`config.mk`:
```
export PLATFORM = sky130hd
export DESIGN_NAME = uart_dual_ring_buffer
export DESIGN_NICKNAME = d
export VERILOG_FILES = /design/src/hdl/udrb_pkg.sv /design/src/hdl/udrb_ctrl.sv /design/src/hdl/udrb_datapath.sv /design/src/hdl/uart_dual_ring_buffer.sv
export SDC_FILE = /design/constraint.sdc
export NUM_CORES = 2
export LEC_CHECK = 0
export BUFFER_PORTS_ARGS = -buffer_cell sky130_fd_sc_hd__buf_2
export CORE_MARGIN = 2
export CORE_UTILIZATION = 35
export CTS_BUF_LIST = sky130_fd_sc_hd__clkbuf_4
export DETAILED_ROUTE_END_ITERATION = 10
export PLACE_DENSITY = 0.55
export SYNTH_ARGS = -nofsm -noshare
export SYNTH_HDL_FRONTEND = slang
export SYNTH_SLANG_ARGS = --single-unit
```
`constraint.sdc`:
```
create_clock -name i_clk -period 5.3 [get_ports i_clk]
set_clock_uncertainty 0.1 [all_clocks]
set_input_delay 0.795 -clock i_clk [delete_from_list [all_inputs] [get_ports i_clk]]
set_output_delay 0.795 -clock i_clk [all_outputs]
set_load 0.02 [all_outputs]
```
`src/hdl/udrb_pkg.sv`:
```
// ----------------------------------------------------------------------------
// udrb_pkg
// Shared types and constants for the dual uart ring buffer
// ----------------------------------------------------------------------------
package udrb_pkg;

    // event kinds carried on the input tuser
    typedef enum logic [1:0] {
        MODE_IRQ   = 2'd0,
        MODE_GET   = 2'd1,
        MODE_PUT   = 2'd2,
        MODE_CLEAR = 2'd3
    } t_mode;

    typedef enum logic [1:0] {
        ST_IDLE = 2'd0,
        ST_EXEC = 2'd1,
        ST_LOAD = 2'd2
    } t_state;

    // controller to datapath
    typedef struct packed {
        logic latch;   // capture the input transfer
        logic exec;    // update pointers, access the rings
        logic load;    // fill the output register
    } t_ctrl_cmd;

    // datapath to controller
    typedef struct packed {
        logic out_free;  // output register empty or being taken this cycle
    } t_ctrl_stat;

    localparam int IN_DATA_W  = 16;
    localparam int IN_USER_W  = 2;
    localparam int OUT_DATA_W = 24;

    // input tdata bit positions
    localparam int IN_RX_READY = 0;
    localparam int IN_OVERRUN  = 1;
    localparam int IN_FRAMING  = 2;
    localparam int IN_TX_EMPTY = 3;
    localparam int IN_BYTE_LO  = 4;

    // output tdata bit positions
    localparam int OUT_SUCCESS   = 0;
    localparam int OUT_READ_LO   = 1;
    localparam int OUT_SEND_VAL  = 9;
    localparam int OUT_SEND_LO   = 10;
    localparam int OUT_OVERFLOW  = 18;
    localparam int OUT_IRQ_EN    = 19;
    localparam int OUT_USED_W    = 20;

endpackage

```
`src/hdl/udrb_ctrl.sv`:
```
// ----------------------------------------------------------------------------
// udrb_ctrl
// Sequencer: takes one event, runs it, then loads the result register
// ----------------------------------------------------------------------------
module udrb_ctrl (
    input  logic                  i_clk,
    input  logic                  i_rst_n,
    input  logic                  i_in_valid,
    input  udrb_pkg::t_ctrl_stat  i_stat,
    output logic                  o_in_ready,
    output udrb_pkg::t_ctrl_cmd   o_cmd
);

    udrb_pkg::t_state r_state;
    udrb_pkg::t_state n_state;

    always_ff @(posedge i_clk) begin
        if (!i_rst_n) begin
            r_state <= udrb_pkg::ST_IDLE;
        end else begin
            r_state <= n_state;
        end
    end

    always_comb begin
        n_state = r_state;
        unique case (r_state)
            udrb_pkg::ST_IDLE: begin
                if (i_in_valid) begin
                    n_state = udrb_pkg::ST_EXEC;
                end
            end
            udrb_pkg::ST_EXEC: begin
                n_state = udrb_pkg::ST_LOAD;
            end
            udrb_pkg::ST_LOAD: begin
                if (i_stat.out_free) begin
                    n_state = udrb_pkg::ST_IDLE;
                end
            end
            default: begin
                n_state = udrb_pkg::ST_IDLE;
            end
        endcase
    end

    always_comb begin
        o_in_ready = 1'b0;
        o_cmd      = '0;
        unique case (r_state)
            udrb_pkg::ST_IDLE: begin
                o_in_ready  = 1'b1;
                o_cmd.latch = i_in_valid;
            end
            udrb_pkg::ST_EXEC: begin
                o_cmd.exec = 1'b1;
            end
            udrb_pkg::ST_LOAD: begin
                o_cmd.load = i_stat.out_free;
            end
            default: begin
                o_in_ready = 1'b0;
            end
        endcase
    end

endmodule

```
`src/hdl/udrb_datapath.sv`:
```
// ----------------------------------------------------------------------------
// udrb_datapath
// Ring pointers, receive and transmit stores, and the result register
// ----------------------------------------------------------------------------
module udrb_datapath #(
    parameter int RX_DEPTH = 128,
    parameter int TX_DEPTH = 128
) (
    input  logic                               i_clk,
    input  logic                               i_rst_n,
    input  udrb_pkg::t_ctrl_cmd                i_cmd,
    output udrb_pkg::t_ctrl_stat               o_stat,
    input  logic [udrb_pkg::IN_DATA_W-1:0]     i_in_data,
    input  logic [udrb_pkg::IN_USER_W-1:0]     i_in_user,
    input  logic                               i_out_ready,
    output logic                               o_out_valid,
    output logic [udrb_pkg::OUT_DATA_W-1:0]    o_out_data
);

    localparam int RX_AW = (RX_DEPTH > 1) ? $clog2(RX_DEPTH) : 1;
    localparam int TX_AW = (TX_DEPTH > 1) ? $clog2(TX_DEPTH) : 1;

    // captured event
    udrb_pkg::t_mode r_mode;
    logic            r_rx_ready;
    logic            r_overrun;
    logic            r_framing;
    logic            r_tx_empty;
    logic [7:0]      r_byte;

    logic [RX_AW-1:0] r_rx_wp, r_rx_rp, n_rx_wp, n_rx_rp;
    logic [TX_AW-1:0] r_tx_wp, r_tx_rp, n_tx_wp, n_tx_rp;
    logic             r_irq_en, n_irq_en;

    logic [7:0] r_rx_mem [RX_DEPTH];
    logic [7:0] r_tx_mem [TX_DEPTH];
    logic [7:0] r_rx_rdata;
    logic [7:0] r_tx_rdata;

    // per-event result flags, valid from exec to load
    logic r_res_success, n_res_success;
    logic r_res_send, n_res_send;
    logic r_res_ovf, n_res_ovf;
    logic r_res_get;

    logic                           r_out_valid;
    logic [udrb_pkg::OUT_DATA_W-1:0] r_out_data;
    logic [udrb_pkg::OUT_DATA_W-1:0] n_out_data;

    logic [RX_AW-1:0] rx_wp_inc, rx_rp_inc;
    logic [TX_AW-1:0] tx_wp_inc, tx_rp_inc;
    logic rx_hit, rx_full, rx_empty, tx_full, tx_ring_empty;
    logic rx_wr, rx_rd, tx_wr, tx_rd;

    assign rx_wp_inc     = r_rx_wp + 1'b1;
    assign rx_rp_inc     = r_rx_rp + 1'b1;
    assign tx_wp_inc     = r_tx_wp + 1'b1;
    assign tx_rp_inc     = r_tx_rp + 1'b1;
    assign rx_hit        = (r_rx_ready | r_overrun) & ~r_framing;
    assign rx_full       = (rx_wp_inc == r_rx_rp);
    assign rx_empty      = (r_rx_wp == r_rx_rp);
    assign tx_full       = (tx_wp_inc == r_tx_rp);
    assign tx_ring_empty = (r_tx_wp == r_tx_rp);

    always_comb begin
        n_rx_wp       = r_rx_wp;
        n_rx_rp       = r_rx_rp;
        n_tx_wp       = r_tx_wp;
        n_tx_rp       = r_tx_rp;
        n_irq_en      = r_irq_en;
        n_res_success = 1'b0;
        n_res_send    = 1'b0;
        n_res_ovf     = 1'b0;
        rx_wr         = 1'b0;
        rx_rd         = 1'b0;
        tx_wr         = 1'b0;
        tx_rd         = 1'b0;
        unique case (r_mode)
            udrb_pkg::MODE_IRQ: begin
                if (rx_hit && rx_full) begin
                    // receive overflow wipes both rings; tx side then sees empty
                    n_rx_wp   = '0;
                    n_rx_rp   = '0;
                    n_tx_wp   = '0;
                    n_tx_rp   = '0;
                    n_irq_en  = 1'b0;
                    n_res_ovf = 1'b1;
                end else begin
                    if (rx_hit) begin
                        n_rx_wp = rx_wp_inc;
                        rx_wr   = 1'b1;
                    end
                    if (r_tx_empty) begin
                        if (!tx_ring_empty) begin
                            n_tx_rp    = tx_rp_inc;
                            tx_rd      = 1'b1;
                            n_res_send = 1'b1;
                        end else begin
                            n_irq_en = 1'b0;
                        end
                    end
                end
            end
            udrb_pkg::MODE_GET: begin
                if (!rx_empty) begin
                    n_rx_rp       = rx_rp_inc;
                    rx_rd         = 1'b1;
                    n_res_success = 1'b1;
                end
            end
            udrb_pkg::MODE_PUT: begin
                if (!tx_full) begin
                    n_tx_wp       = tx_wp_inc;
                    tx_wr         = 1'b1;
                    n_irq_en      = 1'b1;
                    n_res_success = 1'b1;
                end
            end
            udrb_pkg::MODE_CLEAR: begin
                n_rx_rp = r_rx_wp;
            end
            default: begin
                n_rx_rp = r_rx_rp;
            end
        endcase
    end

    // input capture
    always_ff @(posedge i_clk) begin
        if (i_cmd.latch) begin
            r_mode     <= udrb_pkg::t_mode'(i_in_user);
            r_rx_ready <= i_in_data[udrb_pkg::IN_RX_READY];
            r_overrun  <= i_in_data[udrb_pkg::IN_OVERRUN];
            r_framing  <= i_in_data[udrb_pkg::IN_FRAMING];
            r_tx_empty <= i_in_data[udrb_pkg::IN_TX_EMPTY];
            r_byte     <= i_in_data[udrb_pkg::IN_BYTE_LO +: 8];
        end
    end

    // pointers and enable
    always_ff @(posedge i_clk) begin
        if (!i_rst_n) begin
            r_rx_wp  <= '0;
            r_rx_rp  <= '0;
            r_tx_wp  <= '0;
            r_tx_rp  <= '0;
            r_irq_en <= 1'b0;
        end else if (i_cmd.exec) begin
            r_rx_wp  <= n_rx_wp;
            r_rx_rp  <= n_rx_rp;
            r_tx_wp  <= n_tx_wp;
            r_tx_rp  <= n_tx_rp;
            r_irq_en <= n_irq_en;
        end
    end

    always_ff @(posedge i_clk) begin
        if (i_cmd.exec) begin
            r_res_success <= n_res_success;
            r_res_send    <= n_res_send;
            r_res_ovf     <= n_res_ovf;
            r_res_get     <= rx_rd;
        end
    end

    // receive store
    always_ff @(posedge i_clk) begin
        if (i_cmd.exec && rx_wr) begin
            r_rx_mem[rx_wp_inc] <= r_byte;
        end
        if (i_cmd.exec && rx_rd) begin
            r_rx_rdata <= r_rx_mem[rx_rp_inc];
        end
    end

    // transmit store
    always_ff @(posedge i_clk) begin
        if (i_cmd.exec && tx_wr) begin
            r_tx_mem[tx_wp_inc] <= r_byte;
        end
        if (i_cmd.exec && tx_rd) begin
            r_tx_rdata <= r_tx_mem[tx_rp_inc];
        end
    end

    // output register
    always_ff @(posedge i_clk) begin
        if (!i_rst_n) begin
            r_out_valid <= 1'b0;
        end else if (i_cmd.load) begin
            r_out_valid <= 1'b1;
        end else if (i_out_ready) begin
            r_out_valid <= 1'b0;
        end
    end

    always_comb begin
        n_out_data = '0;
        n_out_data[udrb_pkg::OUT_SUCCESS]      = r_res_success;
        n_out_data[udrb_pkg::OUT_READ_LO +: 8] = r_res_get ? r_rx_rdata : 8'd0;
        n_out_data[udrb_pkg::OUT_SEND_VAL]     = r_res_send;
        n_out_data[udrb_pkg::OUT_SEND_LO +: 8] = r_res_send ? r_tx_rdata : 8'd0;
        n_out_data[udrb_pkg::OUT_OVERFLOW]     = r_res_ovf;
        n_out_data[udrb_pkg::OUT_IRQ_EN]       = r_irq_en;
    end

    always_ff @(posedge i_clk) begin
        if (i_cmd.load) begin
            r_out_data <= n_out_data;
        end
    end

    assign o_stat.out_free = ~r_out_valid | i_out_ready;
    assign o_out_valid     = r_out_valid;
    assign o_out_data      = r_out_data;

endmodule

```
`src/hdl/uart_dual_ring_buffer.sv`:
```
// ----------------------------------------------------------------------------
// uart_dual_ring_buffer
// Receive and transmit byte rings serving uart interrupt, get, put and clear
// ----------------------------------------------------------------------------
// channel   dir  handshake            payload
// s (event) in   i_s_tvalid/o_s_tready tuser: mode; tdata: status flags, byte
// m (result) out o_m_tvalid/i_m_tready tdata: success .. tx_irq_enabled
//
// an event runs through capture, ring access and result load in order; the
// store read is registered, so the result load follows the ring access
// a new event is taken as soon as the previous one has loaded the result
// register, while that result may still wait for its transfer
// a stalled output holds the sequencer in its load step
// synchronous active-low reset clears pointers, enable and handshake state;
// the stores are not cleared, entries are only read after being written
// ----------------------------------------------------------------------------
module uart_dual_ring_buffer #(
    parameter int RX_DEPTH = 128,
    parameter int TX_DEPTH = 128
) (
    input  logic                             i_clk,
    input  logic                             i_rst_n,
    input  logic                             i_s_tvalid,
    output logic                             o_s_tready,
    // [0] rx_ready, [1] overrun, [2] framing_error, [3] tx_empty,
    // [11:4] byte_in, [15:12] zero
    input  logic [udrb_pkg::IN_DATA_W-1:0]   i_s_tdata,
    // [1:0] mode
    input  logic [udrb_pkg::IN_USER_W-1:0]   i_s_tuser,
    output logic                             o_m_tvalid,
    input  logic                             i_m_tready,
    // [0] success, [8:1] read_byte, [9] send_valid, [17:10] send_byte,
    // [18] overflow_reset, [19] tx_irq_enabled, [23:20] zero
    output logic [udrb_pkg::OUT_DATA_W-1:0]  o_m_tdata
);

    udrb_pkg::t_ctrl_cmd  cmd;
    udrb_pkg::t_ctrl_stat stat;

    udrb_ctrl u_ctrl (
        .i_clk      (i_clk),
        .i_rst_n    (i_rst_n),
        .i_in_valid (i_s_tvalid),
        .i_stat     (stat),
        .o_in_ready (o_s_tready),
        .o_cmd      (cmd)
    );

    udrb_datapath #(
        .RX_DEPTH (RX_DEPTH),
        .TX_DEPTH (TX_DEPTH)
    ) u_datapath (
        .i_clk       (i_clk),
        .i_rst_n     (i_rst_n),
        .i_cmd       (cmd),
        .o_stat      (stat),
        .i_in_data   (i_s_tdata),
        .i_in_user   (i_s_tuser),
        .i_out_ready (i_m_tready),
        .o_out_valid (o_m_tvalid),
        .o_out_data  (o_m_tdata)
    );

endmodule

```
==> impl_metrics.ini <==
[clock_tree]
root_buffer = clkbuf_4
clk_latency_ps = 1270
cts_made_buffers = 569
post_cts_buffers = 0
cts_buffer_depth = 4
cts_tree = yes
cts_sinks = 2134
path_clk_slew_ps = 60
htreeDepth = 6

[timing]
tns_ps = 0
fmax_mhz = 215
rsz0062_at_grt = no
tightest_slew_ps = 1320
maxSlewHeadroom_pct = 12.0
whs_ps = 148
setup_viol = 0
finalCriticalPeriod_ps = 4650
slew_violations = 0
hold_violations = 0
period_share_pct = 87.8

[critical_path]
critPathCaptureType = flip-flop
cp_cell_sequence = ha_1 > nor2b_1 > o21a_1 > o311a_1 > nor3b_2 > nor2_1 > nand2_1 > buf_4 > nor2_1
r2r_slack_ps = 650
start_kind = flip-flop
arrival_ps = 5430
max_stage_delay_ps = 720
crit_family = simple AND/OR/NAND/NOR gates
cpMostUsedCell = nor2_1
path_max_fanout = 13
required_ps = 6080
path_buf_inv = 1
crit_type = reg -> reg
cpMaxStageDelayCell = nand2_1

[floorplan]
initial_core_util_pct = 35.2
die_h_um = 493
fp.coreArea_mm2 = 0.238
die_area_mm2 = 0.243
rows = 179
pin_count = 48
die_w_um = 493

[synthesis]
synth_flop_cell = edfxtp_1
synthCells = 4202
async_flop_share_pct = 0
syn-cell-area_mm2 = 0.0836
synth.distinct_cells = 63
syn_avg_cell_area_um2 = 19.9
yosys_warnings = 0
yosys_register_bits = 2134
synth_edf_count = 2102
ys_seq_area_share_pct = 76.3

[cells_and_area]
drive_gt1_share_pct = 30.3
fillCellCount = 21500
final_cell_mix = edfxtp_1 (2102), clkbuf_4 (814), mux4_2 (512)
fin_nets = 4726
areaGrowthSynthToFinish_pct = 13.4
final_common_cell = edfxtp_1

[grt]
globalRouteOverflowTotal = 0
grt_pass1_wl_um = 294000
grt_pass1_vias = 44100
antenna_found_initial = 6
grt_max_degree = 217
grt_usage_pct = 16.4

[drt]
vias_per_cell = 5.16
drtIter0Drc = 3822
wl_per_cell_um = 24.7
vias = 42300
first_pass_iters = 6
drc = 0
drtAntennaViolNets = 0
totalWireLength_um = 202000

[power_and_ir_drop]
power.total_uw = 33100
vdd_drop_max_mv = 0.191
power_leakage_uw = 0.0287
power.density_mw_per_mm2 = 349

[run_status]
status = finished, final reports clean

[placed_design]
gp_congestion = 0.798
dp_hpwl_um = 112000
portBuffers = 39

[worst_hold_path]
min_path_type = in -> reg

[job]
cap_violations = 0
==> cell usage after synthesis (40+ instances only) <==
cell	n	share of area [%]
a31oi_1	48	0.36
nand4_1	40	0.30
mux4_2	512	14
clkbuf_1	114	0.51
edfxtp_1	2102	76
buf_2	97	0.58
a221oi_1	48	0.50
nor2_1	296	1.3
nand3_1	124	0.74
nand2_1	383	1.7
mux2i_1	105	1.3
==> routing by layer <==
metal / up-vias / GRT usage, % / share of wire [%]
met5: - / 0 / 0.0064
met4: 2 / 5.25 / 2.2
met3: 298 / 3.69 / 6.3
met2: 1463 / 26.9 / 50
met1: 22200 / 21.8 / 42
li1: 18400 / - / -
==> worst paths after layout <==
check,from,endpoint,cells past startpoint
worst max-delay path,u_datapath.r_rx_wp[0],u_datapath.r_rx_mem[61][3],9
worst min-delay path,i_m_tready,u_ctrl.r_state[1],4
worst max register to register,u_datapath.r_rx_wp[0],u_datapath.r_rx_mem[61][3],9
worst min register to register,u_datapath.r_res_ovf,u_datapath.o_out_data[18],0
==> layout make-up <==
type | count | area [um2] | share of cell area (%)
flip-flops and latches | 2134 | 63800 | 67.3
multi-input cells | 1815 | 18900 | 19.9
clock buffers | 814 | 6110 | 6.45
well taps | 3167 | 3960 | 4.18
repair buffers | 163 | 1470 | 1.56
clock inverters | 89 | 510 | 0.539
inverters | 13 | 48.8 | 0.0515
diodes | 9 | 22.5 | 0.0238
==> tightest hold or removal path, cell delays in order <==
cell	delay (ps)
buf_2	70
nand2b_1	300
o21ai_0	130
and2_1	150
==> what timing repair did <==
| item | CTS | global route |
|---|---|---|
| endpoints found under the hold margin | 45 | 0 |
| hold buffers | 29 | 0 |
| gates resized for setup | 0 | 0 |
==> registers in the layout, summed over array words and instances (netlist names), 2 cells and up <==
register,flops
u_datapath.r_byte,8
u_datapath.r_rx_mem,1024
u_datapath.r_tx_wp,7
u_datapath.r_tx_rp,7
u_datapath.r_rx_wp,7
u_datapath.o_out_data,20
u_datapath.r_rx_rp,7
u_datapath.r_tx_mem,1024
u_datapath.r_rx_rdata,8
u_ctrl.r_state,2
u_datapath.r_mode,2
u_datapath.r_tx_rdata,8
==> per-stage QoR <==
stage                     util, %  area, um2  instances  setup slack [ps]
final                        39.9      94700       8204               645
after CTS                    39.9      94700       8195               655
after detailed placement     37.0      87800       7263               690
after global routing         39.9      94700       8204               392
after global placement       37.0      87800       7263               614
after floorplan                 -      83600       4205              1150
==> cells by family after synthesis <==
family | synth area share [%]
flops | 76.3
compound gates | 1.87
buf+inv | 1.35
fa+ha+maj | 0.120
simple gates | 4.82
other cells | 0.00449
mux | 15.1
xor+xnor | 0.482
==> report_power, final <==
| group | total, uW | switching (uW) | internal, uW |
|---|---|---|---|
| Sequential | 18600 | 29.4 | 18600 |
| Clock | 13700 | 6460 | 7260 |
| Combinational | 752 | 565 | 186 |
| Total | 33100 | 7060 | 26000 |
Note: power is estimated with default switching activity, not from simulation.
